**config.mk**
```make
export PLATFORM = sky130hd
export DESIGN_NAME = psc_queue
export DESIGN_NICKNAME = d
export VERILOG_FILES = /design/src/rtl/core/psc_pkg.sv /design/src/rtl/core/psc_queue.sv
export SDC_FILE = /design/constraint.sdc
export NUM_CORES = 1
export LEC_CHECK = 0
export ABC_AREA = 1
export BUFFER_PORTS_ARGS = -buffer_cell sky130_fd_sc_hd__buf_2
export CAP_MARGIN = 10
export CORE_MARGIN = 1
export CORE_UTILIZATION = 35
export DETAILED_ROUTE_END_ITERATION = 8
export SYNTH_ARGS = -nofsm -noshare
export SYNTH_HDL_FRONTEND = slang
export SYNTH_SLANG_ARGS = --single-unit
```
**constraint.sdc**
```tcl
create_clock -name clk -period 19.2 [get_ports clk]
set_input_delay 0.96 -clock clk [delete_from_list [all_inputs] [get_ports clk]]
set_output_delay 0.96 -clock clk [all_outputs]
set_load 0.02 [all_outputs]
```
**src/rtl/core/psc_pkg.sv**
```systemverilog
// Shared types and constants for the polyline/sphere collision block.
// Used by the front end, the job queue, the back end and the top level.
package psc_pkg;

    localparam int COORD_W = 32;
    localparam int RAD_W   = 31;
    localparam int DIFF_W  = COORD_W + 1;
    localparam int QUEUE_DEPTH = 2;
    localparam int QPTR_W  = $clog2(QUEUE_DEPTH);

    localparam logic [1:0] CFG_SPHERE_X      = 2'd0;
    localparam logic [1:0] CFG_SPHERE_Y      = 2'd1;
    localparam logic [1:0] CFG_SPHERE_Z      = 2'd2;
    localparam logic [1:0] CFG_SPHERE_RADIUS = 2'd3;

    typedef struct packed {
        logic signed [COORD_W-1:0] point_x;
        logic signed [COORD_W-1:0] point_y;
        logic signed [COORD_W-1:0] point_z;
        logic                      end_of_path;
    } in_item_t;

    typedef struct packed {
        logic point_inside;
        logic segment_hit;
        logic path_hit;
        logic path_done;
    } out_item_t;

    // One classified point: offsets from the center for both endpoints,
    // the segment direction, and the path bookkeeping.
    typedef struct packed {
        logic signed [DIFF_W-1:0] px;
        logic signed [DIFF_W-1:0] py;
        logic signed [DIFF_W-1:0] pz;
        logic signed [DIFF_W-1:0] qx;
        logic signed [DIFF_W-1:0] qy;
        logic signed [DIFF_W-1:0] qz;
        logic signed [DIFF_W-1:0] dx;
        logic signed [DIFF_W-1:0] dy;
        logic signed [DIFF_W-1:0] dz;
        logic [RAD_W-1:0]         radius;
        logic                     have_prev;
        logic                     last;
    } job_t;

endpackage

```
**src/rtl/core/psc_queue.sv**
```systemverilog
// Short job queue between the front end and the back end.
// Depends on psc_pkg for the job type and depth.
module psc_queue
    import psc_pkg::*;
(
    input  logic clk,
    input  logic rst_n,
    input  logic push,
    input  job_t push_job,
    input  logic pop,
    output logic full,
    output logic not_empty,
    output job_t head
);

    job_t                 entries [QUEUE_DEPTH];
    logic [QPTR_W-1:0]    wr_ptr_reg, wr_ptr_next;
    logic [QPTR_W-1:0]    rd_ptr_reg, rd_ptr_next;
    logic [QPTR_W:0]      count_reg, count_next;

    assign full      = (count_reg == (QPTR_W+1)'(QUEUE_DEPTH));
    assign not_empty = (count_reg != '0);
    assign head      = entries[rd_ptr_reg];

    always_comb
    begin
        wr_ptr_next = wr_ptr_reg;
        rd_ptr_next = rd_ptr_reg;
        count_next  = count_reg;
        if (push)
        begin
            wr_ptr_next = (wr_ptr_reg == QPTR_W'(QUEUE_DEPTH - 1)) ? '0 : wr_ptr_reg + 1'b1;
        end
        if (pop)
        begin
            rd_ptr_next = (rd_ptr_reg == QPTR_W'(QUEUE_DEPTH - 1)) ? '0 : rd_ptr_reg + 1'b1;
        end
        if (push && !pop)
        begin
            count_next = count_reg + 1'b1;
        end
        else if (pop && !push)
        begin
            count_next = count_reg - 1'b1;
        end
    end

    always_ff @(posedge clk or negedge rst_n)
    begin
        if (!rst_n)
        begin
            wr_ptr_reg <= '0;
            rd_ptr_reg <= '0;
            count_reg  <= '0;
        end
        else
        begin
            wr_ptr_reg <= wr_ptr_next;
            rd_ptr_reg <= rd_ptr_next;
            count_reg  <= count_next;
        end
    end

    always_ff @(posedge clk)
    begin
        if (push)
        begin
            entries[wr_ptr_reg] <= push_job;
        end
    end

endmodule

```
==> results.txt, run 1 <==
fmax - 204 MHz
#FFs+latches synth - 664
switching part of the total - 31.8%
Vias/cell - 4.45
maximum VDD drop - 0.000109 V
maximum number of pins on one net before global-route repair - 130
Area Growth Syn to Fin - 25.1%
via count - 12400
critical path type - flip-flop to primary output
Critical Path AT - 3.95 ns
Ys Warns - 0
ratio of final minimum period to clock period - 25.6%
Synth area leader - edfxtp_1
Row Count - 98
count leader, synth - edfxtp_1
number of routed nets with antenna violations - 0
max-slew violation count - 0
CTS tree - built
LEAKAGE - 12.6 nW
setup repair bufs after CTS - 0
most frequent cells after synthesis - edfxtp_1, mux2_4, mux2_2
Worst Reg-to-Reg Cells - 3
DRT iter0 DRCs - 692
Die Span Y - 271 um
final WL - 56.2 mm
status - finished, final reports clean
NetSw - 1.60 mW
vias in the first global route - 13100
Seq pwr share - 40.3%
setup violators final - 0
Hold Fails Final Rpt - 0
internal power - 3.42 mW
aggregate global-route resource usage - 14.7%
num ports - 666
Initial Util - 35.4%
Crit Reg-Reg Endpoint - entries[0][89]
H-tree lvl count - 3
grt total ovfl - 0
TNS Setup - 0 ns
Core Area - 71600 um2
DRC viols - 0
FF-to-FF setup slack - 16.08 ns
first-pass GRT wire length - 80.9 mm
setup repair after global routing missed its margin - false
Slew headroom - 16.9%
worst hold path type - input pin to asynchronous set/reset pin
Final #Nets - 2100
clock power share - 25.8%
Post-synth EDFFs - 660
Synth Instances - 1052
clk buf depth - 3
ys flop type - edfxtp_1
# hold bufs at CTS - 0
routed wire length per instance - 20.2 um
sequential area share after synthesis - 78.6%
placed cell count - 2642
async set or reset register ratio after synthesis - 0.602%
Area contributors post-synth - edfxtp_1, mux2_4, buf_8
Mapped Nets - 1387
Cell Area, Synth - 25400 um2
die span in x - 271 um
crit path max fanout - 60
Critical Path Source Type - flip-flop
Mean Syn Cell Area - 24.1 um2
worst skew pair latency - 0.59 ns
pwr/cell area - 158 nW/um2
Netlist cell types - 16
Setup Skew - 0.0220 ns
WP data required - 18.24 ns
CTS Buf Count - 71
Max Cap Viol - 0
# resized after CTS - 0
die area - 73500 um2
GPL Wtd Cong - 0.814
# port buffers - 665
max reg flops - 660
post-synth top area share - 78.2%
CP endpoint kind - primary output
initial antenna violation count - 21
router iterations before antenna repair - 4
Worst-path clk slew - 0.06 ns
FF-to-FF Start - wr_ptr_reg
slew of the pin with the lowest slew margin - 1.25 ns
Logic pwr share - 33.9%
min Tclk post-route - 4.91 ns
Clk Tree Root Cell - clkbuf_16
count of non-filler cells in the finished layout - 2780
DPL Wire Length - 38.8 mm
clk sinks - 664
layout cells sized above 1 - 60.9%
## area by class of cell
type | count | area [um2]
inverter | 7 | 33.8
sequential | 664 | 19900
timing repair buffer | 677 | 3430
tap | 950 | 1190
fill | 6314 | 39900
multi-input combinational | 344 | 4890
clock inverter | 42 | 379
antenna | 12 | 30.0
clock buffer | 84 | 1830
## cells by family (layout without fill, tap and decap cells)
kind of cell  Yosys count  count (layout)  share of synthesized area (%)
fa+ha+maj               1               1                         0.0493
flops                 664             664                           78.6
mux                   330             330                           19.0
simple gates           10              10                          0.163
other cells             0              12                              0
xor+xnor                3               3                          0.104
buf+inv                44             810                           2.16
## worst max-delay path by stage
| stage | start | end | slack, ns | cells after the start |
|---|---|---|---|---|
| floorplan | push | entries[0][0] | 3.38 | 2 |
| global placement | rd_ptr_reg | head[89] | 14.95 | 4 |
| detailed placement | rd_ptr_reg | head[21] | 14.88 | 4 |
| CTS | rd_ptr_reg | head[21] | 14.23 | 4 |
| global route | rd_ptr_reg | head[21] | 14.07 | 4 |
| finish | rd_ptr_reg | head[21] | 14.29 | 4 |
## cells in the final DEF, fill, tap and decap left out
master       n
buf_12       1
buf_2      665
buf_4       11
bufinv_16    6
clkbuf_1    13
clkbuf_16   71
clkinv_1    15
clkinv_2    15
clkinv_4     1
clkinv_8     2
dfrtp_1      3
dfrtp_4      1
diode_2     12
edfxtp_1   660
ha_1         1
inv_1        6
inv_6        3
inv_8        1
mux2_2      40
mux2_4     290
nand2_1      6
nand3_1      1
nand4_1      1
nor2_1       1
nor2_4       1
xnor2_1      1
xor2_1       2
## critical path, cell delays in order, from the launching register on
cell,delay (ns)
dfrtp_4,0.97
buf_4,0.93
buf_4,0.82
mux2_4,0.36
buf_2,0.16
## routing by layer
layer	part of all wire (%)	global-route usage, %	vias to the layer above
li1	-	-	5647
met5	0.16	0	-
met3	8.4	5.34	128
met1	36	15.3	6115
met2	52	26.4	452
met4	3.8	6.74	16
## stage by stage
| step | area, um2 | hold WS, ns | total power [mW] | utilization [%] | setup WS, ns |
|---|---|---|---|---|---|
| finish | 31700 | 0.185 | 5.01 | 44.3 | 14.29 |
| global route | 31700 | 0.147 | 5.22 | 44.3 | 14.07 |
| CTS | 31700 | 0.140 | 5.09 | 44.2 | 14.23 |
| detailed placement | 29500 | 0.485 | 3.77 | 41.2 | 14.88 |
| global placement | 29500 | 0.456 | 3.76 | 41.2 | 14.95 |
| floorplan | 25400 | 0.442 | 3.45 | - | 3.38 |
## power by group through the flow
stage / combinational, mW / clock, mW / sequential, mW
2_1_floorplan: 1.31 / 0 / 2.13
3_3_place_gp: 1.71 / 0 / 2.04
3_5_place_dp: 1.72 / 0 / 2.05
4_1_cts: 1.73 / 1.33 / 2.03
5_1_grt: 1.79 / 1.38 / 2.05
6_report: 1.70 / 1.30 / 2.02
Power figures use the tool's default switching activity.
==> run 2, diff against run 1 <==
clock period = 5.1 ns   (was 19.2 ns; I/O delays follow)
==> run 2 against run 1 <==
Compared with the run above:
- clock power grew to 3.6 times the previous value
- critical path depth shrank 1
- sequential power grew to 3.8 times the previous value
- clock skew shrank 0.0063 ns
- first-iteration DRC count shrank 14%
- die area is the same
- clock-buffer cell count grew 9
- flip-flop and latch count is the same
- routed wire length grew 5.0%
- largest cell class unchanged
- non-clock buffer count grew 346
- combinational power grew to 3.9 times the previous value
- worst hold slack gained 0.20 ns
==> results.txt, run 2 (synthesized netlist as in run 1, its figures left out) <==
DPL Wire Length - 39.1 mm
# resized after CTS - 0
WP buf/inv - 2
DRC viols - 0
DRT iter0 DRCs - 592
NetSw - 6.10 mW
Final #Nets - 2448
Die Span Y - 271 um
grt total ovfl - 0
status - finished, final reports clean
via count - 13700
area of the multi-input gates - 4890 um2
maximum VDD drop - 0.000341 V
Vias/cell - 4.41
layout cells sized above 1 - 51.5%
Area Growth Syn to Fin - 38.4%
setup repair bufs after CTS - 0
num ports - 666
Seq pwr share - 39.9%
Place WS - 2.57 ns
worst skew pair latency - 0.58 ns
Initial Util - 35.4%
switching part of the total - 32.1%
fillcell total - 5994
ant diodes - 0
Hold Fails Final Rpt - 0
Clk Tree Root Cell - clkbuf_16
maximum number of pins on one net before global-route repair - 130
# port buffers - 665
WP data required - 4.85 ns
clk buf depth - 3
Worst setup startpoint - rd_ptr_reg
max reg flops - 660
clock power share - 24.8%
register area - 19900 um2
Top Family by Delay on Critical Path - flip-flops
most frequent cells in the layout - buf_2, edfxtp_1, dlygate4sd3_1
first-pass GRT wire length - 86.6 mm
fmax - 327 MHz
final worst setup slack - 2.04 ns
vias in the first global route - 14900
die area - 73500 um2
Core Area - 71600 um2
Critical Path AT - 2.80 ns
Worst-path clk slew - 0.06 ns
GPL Wtd Cong - 0.805
CTS tree - built
Stages on worst setup path - 3
min Tclk post-route - 3.06 ns
CP max stage delay - 0.97 ns
commonest non-fill, non-tap cell in the layout - buf_2
aggregate global-route resource usage - 15.5%
slowest CP cell - dfrtp_4
LEAKAGE - 14.0 nW
Final Total Pwr - 19.0 mW
Critical Path Source Type - flip-flop
initial antenna violation count - 7
Crit Reg-Reg Endpoint - entries[0][274]
crit path max fanout - 48
CP Cell Sequence - buf_4, mux2_4, buf_2
Slew headroom - 40.5%
internal power - 12.9 mW
Row Count - 98
worst hold path type - input pin to flip-flop
setup violators final - 0
slew of the pin with the lowest slew margin - 0.890 ns
CTS Buf Count - 73
Setup Skew - 0.0157 ns
H-tree lvl count - 3
Worst Reg-to-Reg Cells - 2
ratio of final minimum period to clock period - 60.0%
end of the critical path - head[159]
setup repair after global routing missed its margin - false
Layout Utilization - 49.0%
final WL - 59.0 mm
CP endpoint kind - primary output
Max Cap Viol - 0
max-slew violation count - 0
routed wire length per instance - 18.9 um
critical path type - flip-flop to primary output
FF-to-FF setup slack - 2.89 ns
router iterations before antenna repair - 4
number of routed nets with antenna violations - 0
Logic pwr share - 35.3%
clk sinks - 664
FF-to-FF Start - wr_ptr_reg
pwr/cell area - 541 nW/um2
die span in x - 271 um
## run 2: area by class of cell
class / instances / area share [%]
flip-flops and latches: 664 / 56.8
repair buffers: 1023 / 19.8
multi-input cells: 344 / 13.9
clock buffers: 93 / 5.42
well taps: 950 / 3.39
clock inverters: 32 / 0.627
inverters: 7 / 0.0856
## run 2: timing repair
action                                  in CTS  in global routing
hold buffers                               334                  0
endpoints found under the hold margin      666                  0
endpoints found under the setup margin       0                  0
## run 2: stage by stage
| step | cell area, um2 | setup TNS, ns | hold slack, ns | std cells |
|---|---|---|---|---|
| 2_1_floorplan | 25400 | -456.58 | -0.0406 | 1052 |
| 3_3_place_gp | 29600 | 0 | 0.0640 | 2654 |
| 4_1_cts | 35100 | 0 | 0.332 | 3113 |
| 6_report | 35100 | 0 | 0.390 | 3113 |
| 3_5_place_dp | 29600 | 0 | 0.0651 | 2654 |
| 5_1_grt | 35100 | 0 | 0.359 | 3113 |
## run 2: worst min path at each step
stage / end / cells after the start / start / slack, ns
finish: entries[1][228] / 2 / push_job[228] / 0.39
global route: entries[1][279] / 2 / push_job[279] / 0.36
CTS: entries[1][240] / 2 / push_job[240] / 0.33
detailed placement: count_reg[0] / 1 / rst_n / 0.07
global placement: count_reg[0] / 1 / rst_n / 0.06
floorplan: count_reg[0] / 0 / rst_n / -0.04
## run 2: power groups by stage
stage | registers [mW] | clock network [mW] | logic [mW]
2_1_floorplan | 7.73 | 0 | 4.95
3_3_place_gp | 7.64 | 0 | 6.54
6_report | 7.58 | 4.71 | 6.71
3_5_place_dp | 7.70 | 0 | 6.56
4_1_cts | 7.59 | 4.86 | 6.80
5_1_grt | 7.66 | 5.06 | 7.06
## run 2: routing by layer
layer / wire length (um) / track usage, % / part of all wire [%] / vias up
li1: - / - / - / 6325
met1: 21500 / 16.4 / 36 / 6783
met2: 31000 / 28.1 / 53 / 488
met3: 4260 / 4.94 / 7.2 / 124
met4: 2210 / 6.59 / 3.7 / 4
met5: 23 / 0 / 0.039 / -
