--- config.mk ---
export PLATFORM = sky130hd
export DESIGN_NAME = psc_front
export DESIGN_NICKNAME = d
export VERILOG_FILES = /design/src/rtl/core/psc_pkg.sv /design/src/rtl/core/psc_front.sv
export SDC_FILE = /design/constraint.sdc
export NUM_CORES = 1
export LEC_CHECK = 0
export ABC_AREA = 1
export BUFFER_PORTS_ARGS = -buffer_cell sky130_fd_sc_hd__buf_4
export CAP_MARGIN = 20
export CELL_PAD_IN_SITES_DETAIL_PLACEMENT = 1
export CELL_PAD_IN_SITES_GLOBAL_PLACEMENT = 1
export CORE_MARGIN = 2
export CORE_UTILIZATION = 30
export CTS_BUF_LIST = sky130_fd_sc_hd__clkbuf_4
export CTS_CLUSTER_SIZE = 10
export DETAILED_ROUTE_END_ITERATION = 12
export PLACE_DENSITY_LB_ADDON = 0.12
export SYNTH_ARGS = -nofsm -noshare
export SYNTH_HDL_FRONTEND = slang
export SYNTH_SLANG_ARGS = --single-unit
--- constraint.sdc ---
create_clock -name clk -period 3 [get_ports clk]
set_input_delay 0.9 -clock clk [delete_from_list [all_inputs] [get_ports clk]]
set_output_delay 0.9 -clock clk [all_outputs]
set_load 0.03 [all_outputs]
--- src/rtl/core/psc_pkg.sv ---
// Shared types and constants for the polyline/sphere collision block.
// Used by the front end, the job queue, the back end and the top level.
package psc_pkg;

    localparam int COORD_W = 32;
    localparam int RAD_W   = 31;
    localparam int DIFF_W  = COORD_W + 1;
    localparam int QUEUE_DEPTH = 2;
    localparam int QPTR_W  = $clog2(QUEUE_DEPTH);

    localparam logic [1:0] CFG_SPHERE_X      = 2'd0;
    localparam logic [1:0] CFG_SPHERE_Y      = 2'd1;
    localparam logic [1:0] CFG_SPHERE_Z      = 2'd2;
    localparam logic [1:0] CFG_SPHERE_RADIUS = 2'd3;

    typedef struct packed {
        logic signed [COORD_W-1:0] point_x;
        logic signed [COORD_W-1:0] point_y;
        logic signed [COORD_W-1:0] point_z;
        logic                      end_of_path;
    } in_item_t;

    typedef struct packed {
        logic point_inside;
        logic segment_hit;
        logic path_hit;
        logic path_done;
    } out_item_t;

    // One classified point: offsets from the center for both endpoints,
    // the segment direction, and the path bookkeeping.
    typedef struct packed {
        logic signed [DIFF_W-1:0] px;
        logic signed [DIFF_W-1:0] py;
        logic signed [DIFF_W-1:0] pz;
        logic signed [DIFF_W-1:0] qx;
        logic signed [DIFF_W-1:0] qy;
        logic signed [DIFF_W-1:0] qz;
        logic signed [DIFF_W-1:0] dx;
        logic signed [DIFF_W-1:0] dy;
        logic signed [DIFF_W-1:0] dz;
        logic [RAD_W-1:0]         radius;
        logic                     have_prev;
        logic                     last;
    } job_t;

endpackage

--- src/rtl/core/psc_front.sv ---
// Front end: accepts points, keeps the previous point of the path and forms
// the center offsets and segment direction. Depends on psc_pkg.
module psc_front
    import psc_pkg::*;
(
    input  logic                      clk,
    input  logic                      rst_n,
    input  logic                      in_valid,
    input  in_item_t                  in_data,
    output logic                      in_stall,
    input  logic                      queue_full,
    input  logic signed [COORD_W-1:0] sphere_x,
    input  logic signed [COORD_W-1:0] sphere_y,
    input  logic signed [COORD_W-1:0] sphere_z,
    input  logic [RAD_W-1:0]          sphere_radius,
    output logic                      push,
    output job_t                      job
);

    logic signed [COORD_W-1:0] prev_x_reg, prev_y_reg, prev_z_reg;
    logic                      have_prev_reg;

    function automatic logic signed [DIFF_W-1:0] sub_ext(
        input logic signed [COORD_W-1:0] a,
        input logic signed [COORD_W-1:0] b
    );
        return {a[COORD_W-1], a} - {b[COORD_W-1], b};
    endfunction

    assign in_stall = queue_full;
    assign push     = in_valid && !queue_full;

    always_comb
    begin
        job.px        = sub_ext(in_data.point_x, sphere_x);
        job.py        = sub_ext(in_data.point_y, sphere_y);
        job.pz        = sub_ext(in_data.point_z, sphere_z);
        job.qx        = sub_ext(prev_x_reg, sphere_x);
        job.qy        = sub_ext(prev_y_reg, sphere_y);
        job.qz        = sub_ext(prev_z_reg, sphere_z);
        job.dx        = sub_ext(in_data.point_x, prev_x_reg);
        job.dy        = sub_ext(in_data.point_y, prev_y_reg);
        job.dz        = sub_ext(in_data.point_z, prev_z_reg);
        job.radius    = sphere_radius;
        job.have_prev = have_prev_reg;
        job.last      = in_data.end_of_path;
    end

    always_ff @(posedge clk or negedge rst_n)
    begin
        if (!rst_n)
        begin
            prev_x_reg    <= '0;
            prev_y_reg    <= '0;
            prev_z_reg    <= '0;
            have_prev_reg <= 1'b0;
        end
        else if (push)
        begin
            prev_x_reg    <= in_data.point_x;
            prev_y_reg    <= in_data.point_y;
            prev_z_reg    <= in_data.point_z;
            have_prev_reg <= !in_data.end_of_path;
        end
    end

endmodule

==> impl_metrics.yaml, run 1 <==
floorplan:
  rows: 108
  coreArea_sq_um: 87000
  dieArea_sq_um: 90400
  die_h_microns: 301
  ios: 560
  start_util: 0.304
  fp.dieW_microns: 301
global_routing:
  grt_overflow: 0
  antenna_found_initial: 11
  first_global_vias: 39300
  grt_first_pass_wirelength_microns: 223000
  track_usage: 0.317
  grt_max_degree: 102
place:
  place_ws_ns: -0.719
  io_buffer_count: 497
  hpwlAfterDp_microns: 117000
  gp_congestion: 0.937
finish:
  fillers: 11000
  layout_common_cells: "nand2_1 (1,314), inv_1 (1,095), buf_4 (826), nand2_2 (636), nand2_4 (393)"
  fin_util: 0.594
  area_growth_pct: 95.8
  drive_gt1_frac: 0.533
  nets: 7004
  layout_commonest_cell: "nand2_1"
pwr:
  switching_share: 0.563
  pwr_density_cell_nw_per_um2: 466
  clockPowerShare: 0.036
  power_frac_comb: 0.894
  peakVddDrop_v: 0.000391
  p_sw_w: 0.0135
  pwr-share-seq: 0.070
  leakage_nw: 28.8
  internal_power_w: 0.0105
flow_run:
  maxCapViolCount: 0
worst_setup_path:
  endpoint_kind: "output port"
  startpoint_type: "flop"
  worstSetupPathType: "flop to output port"
  worst_ep_arrival_time_ns: 2.94
  cp_max_fo: 4
  critPathRequiredTime_ns: 2.10
  ff2ff_path_depth: 5
  timing.rr.start: "prev_y_reg[19]$_DFFE_PN0P_"
  crit-reg2reg-capture: "prev_y_reg[19]$_DFFE_PN0P_"
  r2r_setup_slack_ns: 1.88
sta:
  setup_ws_ns: -0.843
  report.final.slew_viol_count: 0
  setup_viol: 278
  holdWs_ns: 0.210
  tightestPinTransition_ns: 0.524
  relSlewSlack: 0.651
  rsz0062_at_grt: "yes"
  min_period_ns: 3.84
  hold_viol: 0
  fmax_ghz: 0.260
  skew_ns: 0
  fin_crit_sh: 1.28
  fin_tns_setup_ns: -134.25
logic_synthesis:
  synth_fp_nets: 5791
  synth-seq-cells: 97
  synthCells: 5266
  yosys.cell_types.count: 23
  syn_area_sq_um: 26400
  syn_avg_cell_area_sq_um: 5.02
  synth_top_cell_by_area: "nand2_1"
  synth_area_leaders: "nand2_1 (33%), inv_1 (19%), ha_1 (14%), dfrtp_1 (9.2%), nor2_1 (5.3%)"
  ys_seq_area_frac: 0.0919
  yosysWarnings: 0
  synthDominantCellAreaShare: 0.332
drt:
  wl_microns: 167000
  drc: 0
  route.vias.total: 38300
  drtAntennaViolNets: 0
  wl_per_cell_microns: 21.9
  drtPass1Iterations: 5
  vias_per_cell: 5.01
  drtIter0Drc: 1836
cts:
  cts_root_buf: "clkbuf_4"
  cts.sinks: 97
  cts.reportedPaths.clkPinSlew_ns: 0.24
  clk_latency_ns: 0.61
  cts_made_buffers: 9
  clockBufferDepth: 2
  cts_tree: "built"
  htree_levels: 3
worst_hold_path:
  hold_class: "primary input to asynchronous set/reset pin"
status:
  violations: "setup timing"
  status: "finished with violations"
## Yosys cell counts, drive strengths merged
master / instances
nand2: 2385
inv: 1324
nor2: 375
ha: 288
nand3: 211
a21oi: 186
xor2: 116
dfrtp: 97
o21ai: 96
buf: 56
nand4: 36
xnor2: 19
and2: 18
nor3: 18
or2: 10
a21o: 9
fa: 9
o21bai: 9
clkbuf: 4
## critical path: stages (launching register included)
cell and delay, ns:
dfrtp_1 0.46, inv_2 0.09, ha_4 0.30, nand2_1 0.10, inv_1 0.11, nand2_1 0.13
nor3_1 0.39, nand2_4 0.14, nand2_8 0.12, nand2_4 0.08, nand2_2 0.09, nand2_2 0.07
nand2_4 0.09, buf_6 0.13
## through the flow
stage          cell area [sq um]  power [W]  std cells
3_3_place_gp               39500     0.0172       7460
6_report                   51700     0.0241       7641
4_1_cts                    48400     0.0218       7594
5_1_grt                    51700     0.0252       7641
3_5_place_dp               39500     0.0175       7460
2_1_floorplan              30000     0.0109       5266
## what timing repair did
item,in CTS,in global routing
cloned,0,0
setup endpoints to repair,281,281
buffers inserted,128,68
gates resized for setup,1954,752
hold buffers,0,0
pin swaps,648,430
## worst max-delay path by stage
| stage | startpoint | depth (start not counted) | slack (ns) | endpoint |
|---|---|---|---|---|
| 2_1_floorplan | sphere_y[0] | 13 | -0.17 | job[197] |
| 3_3_place_gp | sphere_z[9] | 14 | -0.72 | job[257] |
| 3_5_place_dp | in_data[9] | 13 | -0.72 | job[50] |
| 4_1_cts | prev_z_reg[0]$_DFFE_PN0P_ | 11 | -0.72 | job[45] |
| 5_1_grt | prev_x_reg[10]$_DFFE_PN0P_ | 13 | -0.93 | job[129] |
| 6_report | prev_x_reg[10]$_DFFE_PN0P_ | 13 | -0.84 | job[129] |
## routing by layer
metal,track usage,share of wire,wire (microns),vias up
met2,0.580,0.50,83500,1223
met3,0.0384,0.046,7670,516
met1,0.372,0.39,64300,18700
li1,-,-,-,17800
met4,0.131,0.069,11500,12
met5,0,0.00046,77,-
## power by group through the flow
| stage | clock (W) | sequential, W | combinational [W] |
|---|---|---|---|
| 2_1_floorplan | 0 | 0.00160 | 0.00927 |
| 3_3_place_gp | 0 | 0.00168 | 0.0156 |
| 3_5_place_dp | 0 | 0.00169 | 0.0158 |
| 4_1_cts | 0.000869 | 0.00167 | 0.0193 |
| 5_1_grt | 0.000906 | 0.00170 | 0.0226 |
| 6_report | 0.000863 | 0.00169 | 0.0215 |
## cell families after synthesis
| family | count (synthesis) | share of synthesized area |
|---|---|---|
| adders and majority gates | 297 | 0.143 |
| AOI/OAI and AO/OA | 300 | 0.0585 |
| and+or+nand+nor | 3053 | 0.458 |
| DFF | 97 | 0.0919 |
| xor gates and xnor gates | 135 | 0.0448 |
| buffers and inverters | 1384 | 0.204 |
## layout make-up
cell class | instances | area (sq um) | share of cell area
clock buffer | 10 | 75.1 | 0.00145
antenna | 2 | 5.00 | 0.0000968
tap | 1155 | 1450 | 0.0279
inverter | 1324 | 5190 | 0.100
timing repair buffer | 1262 | 11400 | 0.221
multi-input combinational | 3785 | 31100 | 0.601
clock inverter | 6 | 50.0 | 0.000968
sequential | 97 | 2450 | 0.0474
Note: power is estimated with default switching activity, not from simulation.
==> run 2: changes to the inputs <==
==> constraint.sdc (replaced) <==
create_clock -name clk -period 4.65 [get_ports clk]
set_input_delay 1.395 -clock clk [delete_from_list [all_inputs] [get_ports clk]]
set_output_delay 1.395 -clock clk [all_outputs]
set_load 0.03 [all_outputs]
==> impl_metrics.yaml, run 2 (synthesis results as in run 1) <==
finish:
  layout_commonest_cell: "nand2_1"
  area_growth_pct: 24.1
  drive_gt1_frac: 0.141
  ff_latch_area_sq_um: 2430
  multiInputGateArea_sq_um: 19200
  fin_util: 0.377
  nets: 6330
  postLayoutCellArea_sq_um: 32800
  fillers: 12500
  layout_common_cells: "nand2_1 (2,275), inv_1 (1,317), buf_4 (560), nor2_1 (353), ha_1 (255)"
drt:
  route.vias.total: 31600
  vias_per_cell: 4.53
  drc: 0
  drtIter0Drc: 1363
  wl_per_cell_microns: 16.9
  drtAntennaViolNets: 0
  drtPass1Iterations: 5
  wl_microns: 118000
global_routing:
  antenna_found_initial: 6
  grt_max_degree: 132
  track_usage: 0.255
  first_global_vias: 31800
  grt_first_pass_wirelength_microns: 177000
  grt_overflow: 0
worst_setup_path:
  worst_path_max_delay_cell: "fa_2"
  cpLargestDelayFamily: "adder cells"
  endpoint_kind: "output port"
  worst_ep_arrival_time_ns: 3.15
  critPathRequiredTime_ns: 3.25
  ff2ff_path_depth: 2
  startpoint_type: "primary input"
  cp_max_fo: 3
  max_stage_delay_ns: 0.36
  path_depth: 13
  worstSetupPathType: "primary input to output port"
  critical_path.cell_chain: "buf_4 > ha_1 > fa_2 > inv_2 > nand2_1 > nand2_1 > nand3_1 > nand2_2 > nand2_1 > nand2_2 > xor2_1 > buf_4 > buf_4"
  critPathBufInv: 4
sta:
  tightestPinTransition_ns: 0.673
  fin_crit_sh: 0.978
  setup_viol: 0
  relSlewSlack: 0.551
  skew_ns: 0
  rsz0062_at_grt: "yes"
  hold_viol: 0
  report.final.slew_viol_count: 0
  fmax_ghz: 0.220
  setup_ws_ns: 0.101
  min_period_ns: 4.55
flow_run:
  maxCapViolCount: 0
worst_hold_path:
  holdPathStages: 2
  hold_class: "flop to flop"
place:
  place_ws_ns: -0.120
  gp_congestion: 0.917
  place_area_sq_um: 31900
  io_buffer_count: 497
  hpwlAfterDp_microns: 107000
cts:
  cts.reportedPaths.clkPinSlew_ns: 0.19
  clk_latency_ns: 0.60
  hold_buffers: 0
  cts.sinks: 97
  cts_tree: "built"
  cts_made_buffers: 9
  cts_root_buf: "clkbuf_4"
  htree_levels: 3
  clockBufferDepth: 2
floorplan:
  start_util: 0.304
  ios: 560
  coreArea_sq_um: 87000
  dieArea_sq_um: 90400
  fp.dieW_microns: 301
  die_h_microns: 301
  rows: 108
status:
  status: "finished clean"
pwr:
  leakage_nw: 21.9
  pwr_density_cell_nw_per_um2: 302
  peakVddDrop_v: 0.000229
==> run 2: cell count changes in the layout (fill, tap and decap cells not counted), sizes merged <==
cell / change
diode: +7
buf: -674
bufinv: +1
inv: +35
clkinvlp: -35
clkinv: -1
==> run 2: power by group <==
part	internal, W	total [W]	switching (W)
logic	0.00275	0.00826	0.00551
registers	0.000951	0.00106	0.000110
clock network	0.000176	0.000557	0.000381
total	0.00388	0.00988	0.00600
==> run 2: worst min-delay path: cells and delay by family, from the launching register on <==
family | cells | cell delay (ns)
AND/OR/NAND/NOR | 1 | 0.05
AO/OA/AOI/OAI | 1 | 0.10
flip-flops | 1 | 0.40
==> run 2: worst paths after layout <==
path                                               to  slack (ns)                       from
max in group asynchronous  prev_z_reg[11]$_DFFE_PN0P_        3.07                      rst_n
setup / recovery                             job[181]        0.10                sphere_y[0]
min in group asynchronous   prev_y_reg[2]$_DFFE_PN0P_        0.78                      rst_n
setup reg to reg            prev_y_reg[1]$_DFFE_PN0P_        3.68  prev_y_reg[1]$_DFFE_PN0P_
hold reg to reg             have_prev_reg$_DFFE_PN0P_        0.58  have_prev_reg$_DFFE_PN0P_
hold / removal              have_prev_reg$_DFFE_PN0P_        0.58  have_prev_reg$_DFFE_PN0P_
==> run 2: repair_timing <==
item | 4_1_cts | 5_1_grt
pin swaps | 4 | 24
resized for setup | 29 | 167
endpoints found under the setup margin | 40 | 134
buffers inserted | 0 | 3
==> run 2: final cells by class <==
| class | count | area share |
|---|---|---|
| flip-flops and latches | 97 | 0.0741 |
| clock inverters | 6 | 0.00225 |
| multi-input cells | 3785 | 0.586 |
| inverters | 1324 | 0.152 |
| diodes | 9 | 0.000687 |
| clock buffers | 10 | 0.00229 |
| repair buffers | 588 | 0.139 |
| well taps | 1155 | 0.0441 |
==> run 2: layer usage <==
metal	GRT usage	part of all wire	up-vias
li1	-	-	16500
met1	0.337	0.47	14500
met2	0.440	0.47	491
met3	0.0352	0.044	76
met4	0.0480	0.020	0
met5	0	0	-
==> run 2: through the flow <==
stage,cells,total power (W),TNS [ns],hold slack (ns)
CTS,6962,0.00983,-0.0449,0.595
finish,6974,0.00988,0,0.578
global route,6974,0.0107,-0.0714,0.629
floorplan,5266,0.00608,0,0.496
detailed placement,6946,0.00920,-1.64,0.553
global placement,6946,0.00911,-0.675,0.516
==> run 3: changes to the inputs <==
--- a/config.mk
+++ b/config.mk
@@ -6,7 +6,7 @@
 export NUM_CORES = 1
 export LEC_CHECK = 0
 export ABC_AREA = 1
-export BUFFER_PORTS_ARGS = -buffer_cell sky130_fd_sc_hd__buf_4
+export BUFFER_PORTS_ARGS = -buffer_cell sky130_fd_sc_hd__buf_2
 export CAP_MARGIN = 20
 export CELL_PAD_IN_SITES_DETAIL_PLACEMENT = 1
 export CELL_PAD_IN_SITES_GLOBAL_PLACEMENT = 1
==> impl_metrics.yaml, run 3 (synthesis results as in run 1) <==
global_routing:
  grt_overflow: 0
  grt_max_degree: 93
  antenna_found_initial: 9
  track_usage: 0.252
  grt_first_pass_wirelength_microns: 175000
  first_global_vias: 31600
sta:
  fin_crit_sh: 0.984
  min_period_ns: 4.58
  report.final.slew_viol_count: 0
  setup_viol: 0
  holdWs_ns: 0.570
  hold_viol: 0
  skew_ns: 0
  relSlewSlack: 0.421
  rsz0062_at_grt: "yes"
  tightestPinTransition_ns: 0.868
  fmax_ghz: 0.218
pwr:
  internal_power_w: 0.00354
  p_sw_w: 0.00600
  leakage_nw: 21.7
  peakVddDrop_v: 0.000236
  power_frac_comb: 0.830
  clockPowerShare: 0.058
  pwr_density_cell_nw_per_um2: 297
  pwr-share-seq: 0.111
  switching_share: 0.629
drt:
  drtPass1Iterations: 5
  maxUsedRoutingLayer: "met5"
  drc: 0
  drtAntennaViolNets: 0
  drtIter0Drc: 1299
  m1WireLength_microns: 55400
  wl_met2_microns: 54100
  wl_microns: 117000
  route.vias.total: 31800
  vias_per_cell: 4.55
  wl_per_cell_microns: 16.8
  route.met3.wl_microns: 4790
worst_setup_path:
  cp_max_fo: 4
  worst_ep_arrival_time_ns: 3.18
  worstSetupPathType: "primary input to output port"
  startpoint_type: "primary input"
  endpoint_kind: "output port"
  critPathRequiredTime_ns: 3.25
finish:
  drive_gt1_frac: 0.154
  layout_commonest_cell: "nand2_1"
  nets: 6353
  fin_util: 0.369
  area_growth_pct: 21.6
  fillers: 12700
  layout_common_cells: "nand2_1 (2,266), inv_1 (1,315), buf_2 (428), nor2_1 (344), ha_1 (241)"
floorplan:
  fp.dieW_microns: 301
  die_h_microns: 301
  coreArea_sq_um: 87000
  start_util: 0.304
  rows: 108
  dieArea_sq_um: 90400
  ios: 560
cts:
  cts_made_buffers: 9
  clk_latency_ns: 0.59
  htree_levels: 3
  cts_tree: "built"
  cts.reportedPaths.clkPinSlew_ns: 0.20
  cts_root_buf: "clkbuf_4"
  cts.sinks: 97
  clockBufferDepth: 2
place:
  gp_congestion: 0.927
  hpwlAfterDp_microns: 107000
  io_buffer_count: 497
flow_run:
  maxCapViolCount: 0
worst_hold_path:
  hold_class: "flop to flop"
status:
  status: "finished clean"
[run 3: power groups by stage]
stage                     Combinational [W]  Clock [W]  Sequential [W]
after floorplan                     0.00507          0         0.00101
after global placement              0.00758          0         0.00107
after detailed placement            0.00765          0         0.00108
after CTS                           0.00778   0.000596         0.00106
after global routing                0.00869   0.000617         0.00107
final                               0.00792   0.000555         0.00106
[run 3: what timing repair did]
action | in CTS | in global routing
hold buffers | 0 | 0
setup buffers | 2 | 2
setup endpoints to repair | 65 | 151
pin swaps | 4 | 27
resized for setup | 75 | 253
[run 3: final timing paths]
kind                       depth (start not counted)                 startpoint  slack (ns)                    endpoint
hold / removal                                     2  have_prev_reg$_DFFE_PN0P_        0.57   have_prev_reg$_DFFE_PN0P_
setup / recovery                                  12                in_data[14]        0.07                     job[60]
hold reg to reg                                    2  have_prev_reg$_DFFE_PN0P_        0.57   have_prev_reg$_DFFE_PN0P_
max in group asynchronous                          2                      rst_n        3.07  prev_z_reg[11]$_DFFE_PN0P_
setup reg to reg                                   2  prev_x_reg[1]$_DFFE_PN0P_        3.68   prev_x_reg[1]$_DFFE_PN0P_
min in group asynchronous                          1                      rst_n        0.81  prev_y_reg[13]$_DFFE_PN0P_
[run 3: area by class of cell]
cell class | count | area [sq um] | share of cell area
timing repair buffer | 611 | 3680 | 0.115
inverter | 1324 | 4970 | 0.155
multi-input combinational | 3785 | 19400 | 0.605
tap | 1155 | 1450 | 0.0450
clock inverter | 7 | 78.8 | 0.00245
clock buffer | 9 | 67.6 | 0.00210
antenna | 10 | 25.0 | 0.000779
sequential | 97 | 2430 | 0.0756
[run 3: routing by layer]
layer / GRT usage / up-vias
met2: 0.427 / 489
met1: 0.337 / 14600
met4: 0.0649 / 4
met5: 0 / -
li1: - / 16600
met3: 0.0317 / 97
[run 3: through the flow]
stage | setup WS [ns] | instance area [sq um] | total power, W | cells | TNS [ns]
2_1_floorplan | 0.220 | 26400 | 0.00608 | 5266 | 0
3_3_place_gp | -0.117 | 30900 | 0.00865 | 6969 | -1.69
3_5_place_dp | -0.126 | 30900 | 0.00873 | 6969 | -3.37
4_1_cts | 0.00270 | 31300 | 0.00943 | 6987 | 0
5_1_grt | -0.0783 | 32100 | 0.0104 | 6998 | -0.202
6_report | 0.0729 | 32100 | 0.00954 | 6998 | 0
[run 3: worst max-delay path: stages]
cell,delay [ns]
buf_2,0.14
ha_1,0.37
nand2_2,0.13
inv_1,0.05
nand2_1,0.06
nand2_1,0.15
nand2_1,0.10
nand2_1,0.09
a21oi_1,0.24
nand3_1,0.12
nand2_1,0.13
clkbuf_4,0.21
